==> src/design/lfsp_pkg.sv <==
// ============================================================================
// lfsp_pkg
// Shared widths, register indexes, result modes, multiplier step codes and
// the control and configuration bundles of the line-follow steering PID unit.
// ============================================================================
`default_nettype none

package lfsp_pkg;

    // Field widths
    localparam int SENSE_W  = 10;
    localparam int SPEED_W  = 8;
    localparam int MODE_W   = 2;
    localparam int KI_W     = 20;
    localparam int ERR_W    = 11;
    localparam int DERR_W   = 12;
    localparam int SUM_W    = 24;
    localparam int CFG_IDX_W  = 3;
    localparam int CFG_DATA_W = 20;

    // Datapath widths
    localparam int OPND_W  = 25;
    localparam int PROD_W  = 2 * OPND_W;
    localparam int ACC_W   = 48;
    localparam int KP_W    = 21;
    localparam int KD_W    = 24;
    localparam int Q_SHIFT = 20;
    localparam int PID_W   = ACC_W - Q_SHIFT;
    localparam int STEP_W  = 3;

    // Controller constants
    localparam logic [SENSE_W-1:0] FULL_SCALE = 10'd1000;
    localparam logic [9:0]         KP_SCALE   = 10'd629;
    localparam logic [3:0]         KD_FACTOR  = 4'd10;
    localparam logic [SPEED_W-1:0] SPEED_MAX  = 8'd255;

    // Register reset values
    localparam logic [SENSE_W-1:0] THR_RESET  = 10'd500;
    localparam logic [SPEED_W-1:0] BASE_RESET = 8'd200;
    localparam logic [KI_W-1:0]    KI_RESET   = 20'd0;

    // Register indexes
    localparam logic [CFG_IDX_W-1:0] REG_THR_FAR_LEFT  = 3'd0;
    localparam logic [CFG_IDX_W-1:0] REG_THR_MID_LEFT  = 3'd1;
    localparam logic [CFG_IDX_W-1:0] REG_THR_MID_RIGHT = 3'd2;
    localparam logic [CFG_IDX_W-1:0] REG_THR_FAR_RIGHT = 3'd3;
    localparam logic [CFG_IDX_W-1:0] REG_BASE_SPEED    = 3'd4;
    localparam logic [CFG_IDX_W-1:0] REG_KI_GAIN       = 3'd5;

    // Result modes
    localparam logic [MODE_W-1:0] MODE_EXT_LEFT  = 2'd0;
    localparam logic [MODE_W-1:0] MODE_EXT_RIGHT = 2'd1;
    localparam logic [MODE_W-1:0] MODE_FORWARD   = 2'd2;
    localparam logic [MODE_W-1:0] MODE_HOLD      = 2'd3;

    // Multiplier steps
    localparam logic [STEP_W-1:0] STEP_KP    = 3'd0;
    localparam logic [STEP_W-1:0] STEP_KD    = 3'd1;
    localparam logic [STEP_W-1:0] STEP_P     = 3'd2;
    localparam logic [STEP_W-1:0] STEP_I     = 3'd3;
    localparam logic [STEP_W-1:0] STEP_D     = 3'd4;
    localparam logic [STEP_W-1:0] STEP_LAST  = 3'd5;

    typedef struct packed {
        logic [SENSE_W-1:0] thr_far_left;
        logic [SENSE_W-1:0] thr_mid_left;
        logic [SENSE_W-1:0] thr_mid_right;
        logic [SENSE_W-1:0] thr_far_right;
        logic [SPEED_W-1:0] base_speed;
        logic [KI_W-1:0]    ki_gain;
    } t_cfg;

    typedef struct packed {
        logic              run;
        logic [STEP_W-1:0] step;
    } t_mac_ctrl;

endpackage

`default_nettype wire

==> src/design/line_follow_steering_pid_unit.sv <==
// ============================================================================
// line_follow_steering_pid_unit
// Line-follow steering controller: six reflectance samples in, left and
// right motor speeds and a steering mode out, with PID on the left-right error.
// ============================================================================
// Usage:
// One input beat on i_in_valid/o_in_ready carries the six samples; one
// output beat on o_out_valid/i_out_ready carries the two speeds and the
// mode. Registers are written on the i_cfg_valid/o_cfg_ready channel, which
// is always ready; write them only while the unit is idle.
// An extreme-turn or hold beat goes from the decide state straight to
// the done state; a forward PID beat first has the shared multiplier run
// six steps (kp, kd, the three PID terms, final add) followed by a rounding
// and a clamping step. The unit takes a new beat in the cycle after its
// result is loaded, so it never works on more than one beat at a time.
// The result sits in an output register, so the next beat can be accepted
// while the receiver stalls; a finished result waits until that register
// frees up. Reset clears the PID state and the held speeds to zero, loads
// the register defaults and empties the output register.
// ============================================================================
`default_nettype none

module line_follow_steering_pid_unit (
    input  wire logic                               i_clk,
    input  wire logic                               i_rst_n,
    // Input samples
    input  wire logic                               i_in_valid,
    output logic                                    o_in_ready,
    input  wire logic [lfsp_pkg::SENSE_W-1:0]       i_sense_far_left,
    input  wire logic [lfsp_pkg::SENSE_W-1:0]       i_sense_left,
    input  wire logic [lfsp_pkg::SENSE_W-1:0]       i_sense_mid_left,
    input  wire logic [lfsp_pkg::SENSE_W-1:0]       i_sense_mid_right,
    input  wire logic [lfsp_pkg::SENSE_W-1:0]       i_sense_right,
    input  wire logic [lfsp_pkg::SENSE_W-1:0]       i_sense_far_right,
    // Results
    output logic                                    o_out_valid,
    input  wire logic                               i_out_ready,
    output logic      [lfsp_pkg::SPEED_W-1:0]       o_left_speed,
    output logic      [lfsp_pkg::SPEED_W-1:0]       o_right_speed,
    output logic      [lfsp_pkg::MODE_W-1:0]        o_steer_mode,
    // Configuration writes
    input  wire logic                               i_cfg_valid,
    output logic                                    o_cfg_ready,
    input  wire logic [lfsp_pkg::CFG_IDX_W-1:0]     i_cfg_index,
    input  wire logic [lfsp_pkg::CFG_DATA_W-1:0]    i_cfg_data
);

    localparam int SW   = lfsp_pkg::SENSE_W;
    localparam int SPW  = lfsp_pkg::SPEED_W;
    localparam int PW   = lfsp_pkg::PID_W;
    localparam int SUMW = lfsp_pkg::SUM_W;

    // Sequencer states
    localparam logic [2:0] ST_IDLE   = 3'd0;
    localparam logic [2:0] ST_DECIDE = 3'd1;
    localparam logic [2:0] ST_MAC    = 3'd2;
    localparam logic [2:0] ST_ROUND  = 3'd3;
    localparam logic [2:0] ST_SPEED  = 3'd4;
    localparam logic [2:0] ST_DONE   = 3'd5;

    lfsp_pkg::t_cfg      w_cfg;
    lfsp_pkg::t_mac_ctrl w_mac_ctrl;

    logic [2:0] r_state;
    logic [2:0] n_state;
    logic [lfsp_pkg::STEP_W-1:0] r_step;

    // Latched samples
    logic [SW-1:0] r_s_far_left;
    logic [SW-1:0] r_s_left;
    logic [SW-1:0] r_s_mid_left;
    logic [SW-1:0] r_s_mid_right;
    logic [SW-1:0] r_s_right;
    logic [SW-1:0] r_s_far_right;

    // PID state and working values
    logic signed [lfsp_pkg::ERR_W-1:0]  r_last_err;
    logic signed [SUMW-1:0]             r_err_sum;
    logic signed [lfsp_pkg::DERR_W-1:0] r_derr;
    logic        [SW-1:0]               r_avg;
    logic signed [PW-1:0]               r_pid;

    // Pending result and output register
    logic [SPW-1:0]              r_res_left;
    logic [SPW-1:0]              r_res_right;
    logic [lfsp_pkg::MODE_W-1:0] r_res_mode;
    logic                        r_out_valid;
    logic [SPW-1:0]              r_out_left;
    logic [SPW-1:0]              r_out_right;
    logic [lfsp_pkg::MODE_W-1:0] r_out_mode;

    logic                              w_in_fire;
    logic                              w_ext_left;
    logic                              w_ext_right;
    logic                              w_forward;
    logic [SW:0]                       w_mid_sum;
    logic [SW:0]                       w_thr_sum;
    logic signed [lfsp_pkg::ERR_W-1:0] w_err;
    logic signed [SUMW:0]              w_sum_wide;
    logic signed [SUMW-1:0]            w_sum_sat;
    logic signed [lfsp_pkg::ACC_W-1:0] w_acc;
    logic signed [PW-1:0]              w_pid;
    logic signed [PW:0]                w_left_raw;
    logic signed [PW:0]                w_right_raw;
    logic                              w_out_free;

    // Clamp a signed speed into 0..255.
    function automatic logic [SPW-1:0] clamp_speed(input logic signed [PW:0] v);
        logic [SPW-1:0] res;
        if (v < 0) begin
            res = '0;
        end else if (v > $signed({{(PW+1-SPW){1'b0}}, lfsp_pkg::SPEED_MAX})) begin
            res = lfsp_pkg::SPEED_MAX;
        end else begin
            res = v[SPW-1:0];
        end
        return res;
    endfunction

    lfsp_cfg_regs u_cfg_regs (
        .i_clk      (i_clk),
        .i_rst_n    (i_rst_n),
        .i_wr_en    (i_cfg_valid),
        .i_wr_index (i_cfg_index),
        .i_wr_data  (i_cfg_data),
        .o_cfg      (w_cfg)
    );

    assign o_cfg_ready = 1'b1;
    assign o_in_ready  = (r_state == ST_IDLE);
    assign w_in_fire   = i_in_valid && o_in_ready;
    assign w_out_free  = !r_out_valid || i_out_ready;

    // Steering decision on the latched samples.
    assign w_mid_sum   = {1'b0, r_s_mid_left} + {1'b0, r_s_mid_right};
    assign w_thr_sum   = {1'b0, w_cfg.thr_mid_left} + {1'b0, w_cfg.thr_mid_right};
    assign w_ext_left  = (r_s_far_left > w_cfg.thr_far_left) &&
                         (r_s_far_right < w_cfg.thr_far_right);
    assign w_ext_right = (r_s_far_left < w_cfg.thr_far_left) &&
                         (r_s_far_right > w_cfg.thr_far_right);
    assign w_forward   = w_mid_sum[SW:1] > w_thr_sum[SW:1];

    // Error and saturating integral.
    assign w_err      = $signed({1'b0, r_s_left} - {1'b0, r_s_right});
    assign w_sum_wide = {r_err_sum[SUMW-1], r_err_sum} +
                        {{(SUMW+1-lfsp_pkg::ERR_W){w_err[lfsp_pkg::ERR_W-1]}}, w_err};
    always_comb begin
        if (w_sum_wide[SUMW] == w_sum_wide[SUMW-1]) begin
            w_sum_sat = w_sum_wide[SUMW-1:0];
        end else if (w_sum_wide[SUMW]) begin
            w_sum_sat = {1'b1, {(SUMW-1){1'b0}}};
        end else begin
            w_sum_sat = {1'b0, {(SUMW-1){1'b1}}};
        end
    end

    assign w_mac_ctrl = '{run: (r_state == ST_MAC), step: r_step};

    lfsp_mac u_mac (
        .i_clk     (i_clk),
        .i_ctrl    (w_mac_ctrl),
        .i_avg     (r_avg),
        .i_err     (r_last_err),
        .i_derr    (r_derr),
        .i_err_sum (r_err_sum),
        .i_ki      (w_cfg.ki_gain),
        .o_acc     (w_acc)
    );

    // Divide by 2^20 with truncation toward zero.
    assign w_pid = w_acc[lfsp_pkg::ACC_W-1:lfsp_pkg::Q_SHIFT] +
                   PW'(w_acc[lfsp_pkg::ACC_W-1] && (|w_acc[lfsp_pkg::Q_SHIFT-1:0]));

    assign w_left_raw  = $signed({{(PW+1-SPW){1'b0}}, w_cfg.base_speed}) +
                         {r_pid[PW-1], r_pid};
    assign w_right_raw = $signed({{(PW+1-SPW){1'b0}}, w_cfg.base_speed}) -
                         {r_pid[PW-1], r_pid};

    // Next-state logic.
    always_comb begin
        n_state = r_state;
        case (r_state)
            ST_IDLE: begin
                if (w_in_fire) begin
                    n_state = ST_DECIDE;
                end
            end
            ST_DECIDE: begin
                if (!w_ext_left && !w_ext_right && w_forward) begin
                    n_state = ST_MAC;
                end else begin
                    n_state = ST_DONE;
                end
            end
            ST_MAC: begin
                if (r_step == lfsp_pkg::STEP_LAST) begin
                    n_state = ST_ROUND;
                end
            end
            ST_ROUND: begin
                n_state = ST_SPEED;
            end
            ST_SPEED: begin
                n_state = ST_DONE;
            end
            ST_DONE: begin
                if (w_out_free) begin
                    n_state = ST_IDLE;
                end
            end
            default: begin
                n_state = ST_IDLE;
            end
        endcase
    end

    // Control state, PID state and output register.
    always_ff @(posedge i_clk) begin
        if (!i_rst_n) begin
            r_state     <= ST_IDLE;
            r_step      <= lfsp_pkg::STEP_KP;
            r_last_err  <= '0;
            r_err_sum   <= '0;
            r_out_valid <= 1'b0;
            r_out_left  <= '0;
            r_out_right <= '0;
            r_out_mode  <= lfsp_pkg::MODE_HOLD;
        end else begin
            r_state <= n_state;
            if (r_state == ST_MAC) begin
                r_step <= r_step + 1'b1;
            end else begin
                r_step <= lfsp_pkg::STEP_KP;
            end
            if (r_state == ST_DECIDE && !w_ext_left && !w_ext_right && w_forward) begin
                r_last_err <= w_err;
                r_err_sum  <= w_sum_sat;
            end
            // The output register also keeps the held speeds.
            if (r_state == ST_DONE && w_out_free) begin
                r_out_valid <= 1'b1;
                r_out_left  <= r_res_left;
                r_out_right <= r_res_right;
                r_out_mode  <= r_res_mode;
            end else if (r_out_valid && i_out_ready) begin
                r_out_valid <= 1'b0;
            end
        end
    end

    // Sample latch and datapath working registers.
    always_ff @(posedge i_clk) begin
        if (w_in_fire) begin
            r_s_far_left  <= i_sense_far_left;
            r_s_left      <= i_sense_left;
            r_s_mid_left  <= i_sense_mid_left;
            r_s_mid_right <= i_sense_mid_right;
            r_s_right     <= i_sense_right;
            r_s_far_right <= i_sense_far_right;
        end
        if (r_state == ST_DECIDE) begin
            r_avg  <= w_mid_sum[SW:1];
            r_derr <= {w_err[lfsp_pkg::ERR_W-1], w_err} -
                      {r_last_err[lfsp_pkg::ERR_W-1], r_last_err};
            if (w_ext_left) begin
                r_res_left  <= '0;
                r_res_right <= w_cfg.base_speed;
                r_res_mode  <= lfsp_pkg::MODE_EXT_LEFT;
            end else if (w_ext_right) begin
                r_res_left  <= w_cfg.base_speed;
                r_res_right <= '0;
                r_res_mode  <= lfsp_pkg::MODE_EXT_RIGHT;
            end else begin
                r_res_left  <= r_out_left;
                r_res_right <= r_out_right;
                r_res_mode  <= w_forward ? lfsp_pkg::MODE_FORWARD : lfsp_pkg::MODE_HOLD;
            end
        end
        if (r_state == ST_ROUND) begin
            r_pid <= w_pid;
        end
        if (r_state == ST_SPEED) begin
            r_res_left  <= clamp_speed(w_left_raw);
            r_res_right <= clamp_speed(w_right_raw);
        end
    end

    assign o_out_valid   = r_out_valid;
    assign o_left_speed  = r_out_left;
    assign o_right_speed = r_out_right;
    assign o_steer_mode  = r_out_mode;

endmodule

`default_nettype wire

==> src/design/lfsp_cfg_regs.sv <==
// ============================================================================
// lfsp_cfg_regs
// Configuration register file: thresholds, base speed and integral gain,
// written one register per beat on the configuration channel.
// ============================================================================
`default_nettype none

module lfsp_cfg_regs (
    input  wire logic                               i_clk,
    input  wire logic                               i_rst_n,
    input  wire logic                               i_wr_en,
    input  wire logic [lfsp_pkg::CFG_IDX_W-1:0]     i_wr_index,
    input  wire logic [lfsp_pkg::CFG_DATA_W-1:0]    i_wr_data,
    output lfsp_pkg::t_cfg                          o_cfg
);

    lfsp_pkg::t_cfg r_cfg;

    // Register writes; an index past the list is ignored.
    always_ff @(posedge i_clk) begin
        if (!i_rst_n) begin
            r_cfg.thr_far_left  <= lfsp_pkg::THR_RESET;
            r_cfg.thr_mid_left  <= lfsp_pkg::THR_RESET;
            r_cfg.thr_mid_right <= lfsp_pkg::THR_RESET;
            r_cfg.thr_far_right <= lfsp_pkg::THR_RESET;
            r_cfg.base_speed    <= lfsp_pkg::BASE_RESET;
            r_cfg.ki_gain       <= lfsp_pkg::KI_RESET;
        end else if (i_wr_en) begin
            case (i_wr_index)
                lfsp_pkg::REG_THR_FAR_LEFT: begin
                    r_cfg.thr_far_left <= i_wr_data[lfsp_pkg::SENSE_W-1:0];
                end
                lfsp_pkg::REG_THR_MID_LEFT: begin
                    r_cfg.thr_mid_left <= i_wr_data[lfsp_pkg::SENSE_W-1:0];
                end
                lfsp_pkg::REG_THR_MID_RIGHT: begin
                    r_cfg.thr_mid_right <= i_wr_data[lfsp_pkg::SENSE_W-1:0];
                end
                lfsp_pkg::REG_THR_FAR_RIGHT: begin
                    r_cfg.thr_far_right <= i_wr_data[lfsp_pkg::SENSE_W-1:0];
                end
                lfsp_pkg::REG_BASE_SPEED: begin
                    r_cfg.base_speed <= i_wr_data[lfsp_pkg::SPEED_W-1:0];
                end
                lfsp_pkg::REG_KI_GAIN: begin
                    r_cfg.ki_gain <= i_wr_data[lfsp_pkg::KI_W-1:0];
                end
                default: begin
                end
            endcase
        end
    end

    assign o_cfg = r_cfg;

endmodule

`default_nettype wire

==> src/design/lfsp_mac.sv <==
// ============================================================================
// lfsp_mac
// Shared signed multiplier with a registered product and an accumulator.
// Under the sequencer's step code it forms kp, kd and then the sum
// kp*e + ki*sum + kd*de in Q20.
// ============================================================================
`default_nettype none

module lfsp_mac (
    input  wire logic                                   i_clk,
    input  wire lfsp_pkg::t_mac_ctrl                    i_ctrl,
    input  wire logic        [lfsp_pkg::SENSE_W-1:0]    i_avg,
    input  wire logic signed [lfsp_pkg::ERR_W-1:0]      i_err,
    input  wire logic signed [lfsp_pkg::DERR_W-1:0]     i_derr,
    input  wire logic signed [lfsp_pkg::SUM_W-1:0]      i_err_sum,
    input  wire logic        [lfsp_pkg::KI_W-1:0]       i_ki,
    output logic signed      [lfsp_pkg::ACC_W-1:0]      o_acc
);

    localparam int OW = lfsp_pkg::OPND_W;

    logic signed [lfsp_pkg::ERR_W-1:0]  w_span;
    logic signed [OW-1:0]               w_opnd_a;
    logic signed [OW-1:0]               w_opnd_b;
    logic signed [lfsp_pkg::PROD_W-1:0] w_prod;

    logic signed [lfsp_pkg::ACC_W-1:0]  r_prod;
    logic signed [lfsp_pkg::KP_W-1:0]   r_kp;
    logic signed [lfsp_pkg::KD_W-1:0]   r_kd;
    logic signed [lfsp_pkg::ACC_W-1:0]  r_acc;

    // Distance of the center average from full scale; negative above it.
    assign w_span = $signed({1'b0, lfsp_pkg::FULL_SCALE} - {1'b0, i_avg});

    // Operand selection for each step.
    always_comb begin
        w_opnd_a = '0;
        w_opnd_b = '0;
        case (i_ctrl.step)
            lfsp_pkg::STEP_KP: begin
                w_opnd_a = $signed({{(OW-10){1'b0}}, lfsp_pkg::KP_SCALE});
                w_opnd_b = {{(OW-lfsp_pkg::ERR_W){w_span[lfsp_pkg::ERR_W-1]}}, w_span};
            end
            lfsp_pkg::STEP_KD: begin
                w_opnd_a = $signed({{(OW-4){1'b0}}, lfsp_pkg::KD_FACTOR});
                w_opnd_b = r_prod[OW-1:0];
            end
            lfsp_pkg::STEP_P: begin
                w_opnd_a = {{(OW-lfsp_pkg::KP_W){r_kp[lfsp_pkg::KP_W-1]}}, r_kp};
                w_opnd_b = {{(OW-lfsp_pkg::ERR_W){i_err[lfsp_pkg::ERR_W-1]}}, i_err};
            end
            lfsp_pkg::STEP_I: begin
                w_opnd_a = $signed({{(OW-lfsp_pkg::KI_W){1'b0}}, i_ki});
                w_opnd_b = {{(OW-lfsp_pkg::SUM_W){i_err_sum[lfsp_pkg::SUM_W-1]}},
                            i_err_sum};
            end
            lfsp_pkg::STEP_D: begin
                w_opnd_a = {{(OW-lfsp_pkg::KD_W){r_kd[lfsp_pkg::KD_W-1]}}, r_kd};
                w_opnd_b = {{(OW-lfsp_pkg::DERR_W){i_derr[lfsp_pkg::DERR_W-1]}},
                            i_derr};
            end
            default: begin
            end
        endcase
    end

    assign w_prod = w_opnd_a * w_opnd_b;

    // Product register, gain registers and accumulator.
    always_ff @(posedge i_clk) begin
        if (i_ctrl.run) begin
            r_prod <= w_prod[lfsp_pkg::ACC_W-1:0];
            case (i_ctrl.step)
                lfsp_pkg::STEP_KD: begin
                    r_kp <= r_prod[lfsp_pkg::KP_W-1:0];
                end
                lfsp_pkg::STEP_P: begin
                    r_kd <= r_prod[lfsp_pkg::KD_W-1:0];
                end
                lfsp_pkg::STEP_I: begin
                    r_acc <= r_prod;
                end
                lfsp_pkg::STEP_D, lfsp_pkg::STEP_LAST: begin
                    r_acc <= r_acc + r_prod;
                end
                default: begin
                end
            endcase
        end
    end

    assign o_acc = r_acc;

endmodule

`default_nettype wire

==> config.mk <==
export PLATFORM = sky130hd
export DESIGN_NAME = line_follow_steering_pid_unit
export DESIGN_NICKNAME = d
export VERILOG_FILES = /design/src/design/lfsp_pkg.sv /design/src/design/line_follow_steering_pid_unit.sv /design/src/design/lfsp_cfg_regs.sv /design/src/design/lfsp_mac.sv
export SDC_FILE = /design/constraint.sdc
export NUM_CORES = 2
export LEC_CHECK = 0
export ABC_CLOCK_PERIOD_IN_PS = 10400
export BUFFER_PORTS_ARGS = -buffer_cell sky130_fd_sc_hd__buf_2
export CORE_AREA = 2 2 310 312
export CTS_BUF_LIST = sky130_fd_sc_hd__clkbuf_8
export DETAILED_ROUTE_END_ITERATION = 8
export DIE_AREA = 0 0 312 314
export GPL_TIMING_DRIVEN = 0
export PLACE_DENSITY = 0.61
export SYNTH_ARGS = -nofsm -noshare
export SYNTH_HDL_FRONTEND = slang
export SYNTH_SLANG_ARGS = --single-unit
==> constraint.sdc <==
create_clock -name i_clk -period 10.4 [get_ports i_clk]
set_clock_uncertainty 0.1 [all_clocks]
set_input_delay 1.56 -clock i_clk [delete_from_list [all_inputs] [get_ports i_clk]]
set_output_delay 1.56 -clock i_clk [all_outputs]
set_load 0.01 [all_outputs]
==> results.yml <==
synthesis:
  async_flop_share: 0
  synth_area_leaders: "fa_1 (29%), edfxtp_1 (18%), ha_1 (8.5%)"
  synth-edff-count: 269
  synth-seq-cells: 397
  synth_ff_type: "edfxtp_1"
  ys_types: 95
  syn-instance-count: 4686
  synth_warnings: 0
  synthesis.nets: 5710
  synth_top_cell_area_share: 0.2876
  yosys.area.top_type: "fa_1"
  avgSynthCellArea_um2: 9.433
  syn_area_um2: 44200
  ys_seq_area_frac: 0.2407
final_layout:
  fin_util: 0.5077
  nNetsFinal: 5890
  syn2layout_area_growth_pct: 8.480
  layout-drive-gt1-share: 0.07031
  design_area_um2: 47950
critical_path:
  cp.arrival_ns: 10.51
  end_kind: "flip-flop"
  cpMaxStageDelayCell: "clkbuf_1"
  crit_type: "flip-flop to flip-flop"
  cp_max_fo: 10
  ff2ff_path_depth: 28
  cp-start-kind: "flip-flop"
  rr_startpoint: "r_step[2]$_SDFF_PN0_"
  crit_top_cell: "fa_1"
  critPathLaunch: "r_step[2]$_SDFF_PN0_"
  max_stage_delay_ns: 0.77
  reg2reg_slack_ns: 0.17
  critPathRequiredTime_ns: 10.68
power_and_ir_drop:
  leakagePower_nw: 22.41
  ir_worst_vdd_mv: 3.434
  p_total_w: 0.01529
  power_density_nw_per_um2: 318.8
timing:
  rsz0062_at_grt: "no"
  finalHoldViolations: 0
  fmax_ghz: 0.09771
  setup_tns_ns: 0
  finalSetupViolations: 0
  period_needed_ns: 10.23
  max_slew_margin: 0.01366
  finalCritPeriodShare: 0.9841
  worst_pin_slew_ns: 1.480
  hold_ws_ns: 0.3666
  slew_viol_final: 0
drt:
  drtAntennaViolNets: 0
  routed_via_density: 5.552
  first_pass_iters: 6
  wl_um: 136700
  drt-initial-drc-count: 3020
  vias: 34350
  drc: 0
  wl_per_cell_um: 22.10
clocking:
  cts.clk_slew.worst_paths_ns: 0.06
  cts_tree: "done"
  cts_buffers: 68
  clock_sinks: 397
  cts_root_buf: "clkbuf_8"
  clock_latency_ns: 0.67
  htreeDepth: 3
  clockBufferDepth: 3
floorplanning:
  io_pins: 109
  core_um2: 94450
  dieArea_um2: 97970
  rows: 113
  die_y_um: 314
  fp.dieW_um: 312
  start_util: 0.4680
outcome:
  violations: "max-capacitance violations"
  status: "finished with violations"
placement:
  dp_hpwl_um: 112800
  place_area_um2: 46550
  place_congestion: 0.9734
  portBuffers: 106
min_path:
  min_from: "r_res_mode[1]$_SDFFCE_PP0P_"
  holdCritPathClass: "flip-flop to flip-flop"
  min_path_cells: 2
run:
  cap_violations: 1
grt:
  grt_overflow: 0
  grt_pass1_vias: 35066
  antenna_found_initial: 3
  grt_start_max_net_pins: 41
  grt_pass1_wl_um: 210100
  grt_use_total: 0.2832
[cell families (layout without fill, tap and decap cells)]
| family | after synthesis | in the layout | synth area share |
|---|---|---|---|
| AO/OA/AOI/OAI | 789 | 789 | 0.1213 |
| flip-flops | 397 | 397 | 0.2407 |
| adder cells (fa/ha/maj) | 956 | 956 | 0.3773 |
| buffers and inverters | 959 | 1194 | 0.08203 |
| multiplexers | 29 | 29 | 0.006737 |
| XOR/XNOR | 190 | 190 | 0.03782 |
| other | 1 | 2 | 0.00008483 |
| AND/OR/NAND/NOR | 1365 | 1365 | 0.1340 |
[state kept, by name, summed over array words and instances (netlist names), 11 cells and up]
register	flops
u_mac.r_kp	21
u_mac.o_acc	48
r_derr	12
r_err_sum	24
r_pid	28
u_mac.r_kd	24
u_mac.r_prod	48
r_last_err	11
u_cfg_regs.o_cfg	68
[placed cells by master (no fill, tap or decap), drive strengths merged, types with 34 or more instances in the layout]
| cell type | instances |
|---|---|
| o21bai | 34 |
| nand2 | 684 |
| buf | 143 |
| a22oi | 39 |
| nand3 | 69 |
| nor3 | 39 |
| a21oi | 157 |
| and2 | 46 |
| nor2 | 340 |
| o21ai | 166 |
| xnor2 | 124 |
| inv | 791 |
| a21boi | 76 |
| dfxtp | 128 |
| ha | 301 |
| edfxtp | 269 |
| clkbuf | 234 |
| a21o | 95 |
| xor2 | 66 |
| fa | 635 |
| nor2b | 41 |
[layer usage]
layer,global-route usage,share of wire,vias to the layer above
met3,0.05718,0.080,319
met5,0,0.00020,-
met4,0.1251,0.049,4
li1,-,-,15647
met2,0.4521,0.45,1302
met1,0.3751,0.42,17078
[synth_stat cells, types with 11 or more instances]
| cell | number |
|---|---|
| a211oi_1 | 21 |
| a21boi_0 | 74 |
| a21o_1 | 95 |
| a21oi_1 | 155 |
| a221o_1 | 16 |
| a221oi_1 | 15 |
| a22oi_1 | 39 |
| a31oi_1 | 31 |
| and2_1 | 45 |
| and3_1 | 22 |
| buf_1 | 11 |
| clkbuf_1 | 172 |
| dfxtp_1 | 128 |
| edfxtp_1 | 269 |
| fa_1 | 635 |
| ha_1 | 301 |
| inv_1 | 760 |
| maj3_1 | 20 |
| mux2i_1 | 23 |
| nand2_1 | 683 |
| nand2b_1 | 26 |
| nand3_1 | 69 |
| nand4_1 | 29 |
| nor2_1 | 338 |
| nor2b_1 | 41 |
| nor3_1 | 39 |
| nor3b_1 | 11 |
| nor4_1 | 15 |
| o211ai_1 | 26 |
| o21a_1 | 22 |
| o21ai_0 | 161 |
| o21bai_1 | 32 |
| or2_2 | 11 |
| or3_1 | 12 |
| xnor2_1 | 123 |
| xor2_1 | 66 |
[layout make-up]
cell class	instances	area (µm²)
diodes	1	2.502
plain buffers	188	802.0
clock buffers	69	949.7
clock inverters	56	307.8
fillers	9055	46490
inverters	761	2856
multi-input cells	3330	30080
flip-flops and latches	397	10640
well taps	1265	1583
repair buffers	120	729.5
[power by group]
part / total (W) / switching [W] / internal [W]
registers: 0.00260 / 0.000196 / 0.00240
clock network: 0.00136 / 0.000685 / 0.000676
logic: 0.0113 / 0.00697 / 0.00436
total: 0.0153 / 0.00785 / 0.00744
[metrics by stage]
step | setup WS [ns] | cells
finish | 0.1654 | 6187
global placement | -3.697 | 6057
floorplan | 1.674 | 4686
global route | 0.01215 | 6187
CTS | 0.001105 | 6190
detailed placement | -1.061 | 6070
[worst paths after layout]
check	endpoint
max	u_mac.r_prod[34]$_DFFE_PP_
min	o_steer_mode[1]$_SDFFE_PN1P_
max reg2reg	u_mac.r_prod[34]$_DFFE_PP_
min reg2reg	o_steer_mode[1]$_SDFFE_PN1P_
[critical path, delay by kind of cell, from the launching register on]
family	cells	cell delay (ns)
simple gates	3	0.61
compound gates	9	2.71
flops	1	0.57
xor+xnor	1	0.20
fa+ha+maj	9	4.04
buf+inv	6	1.73
[what timing repair did]
item                       4_1_cts  5_1_grt
buffers inserted                 1        0
hold buffers                     0        0
setup endpoints to repair       21       15
gates cloned                     0        0
resized for setup               32       82
Power figures use the tool's default switching activity.
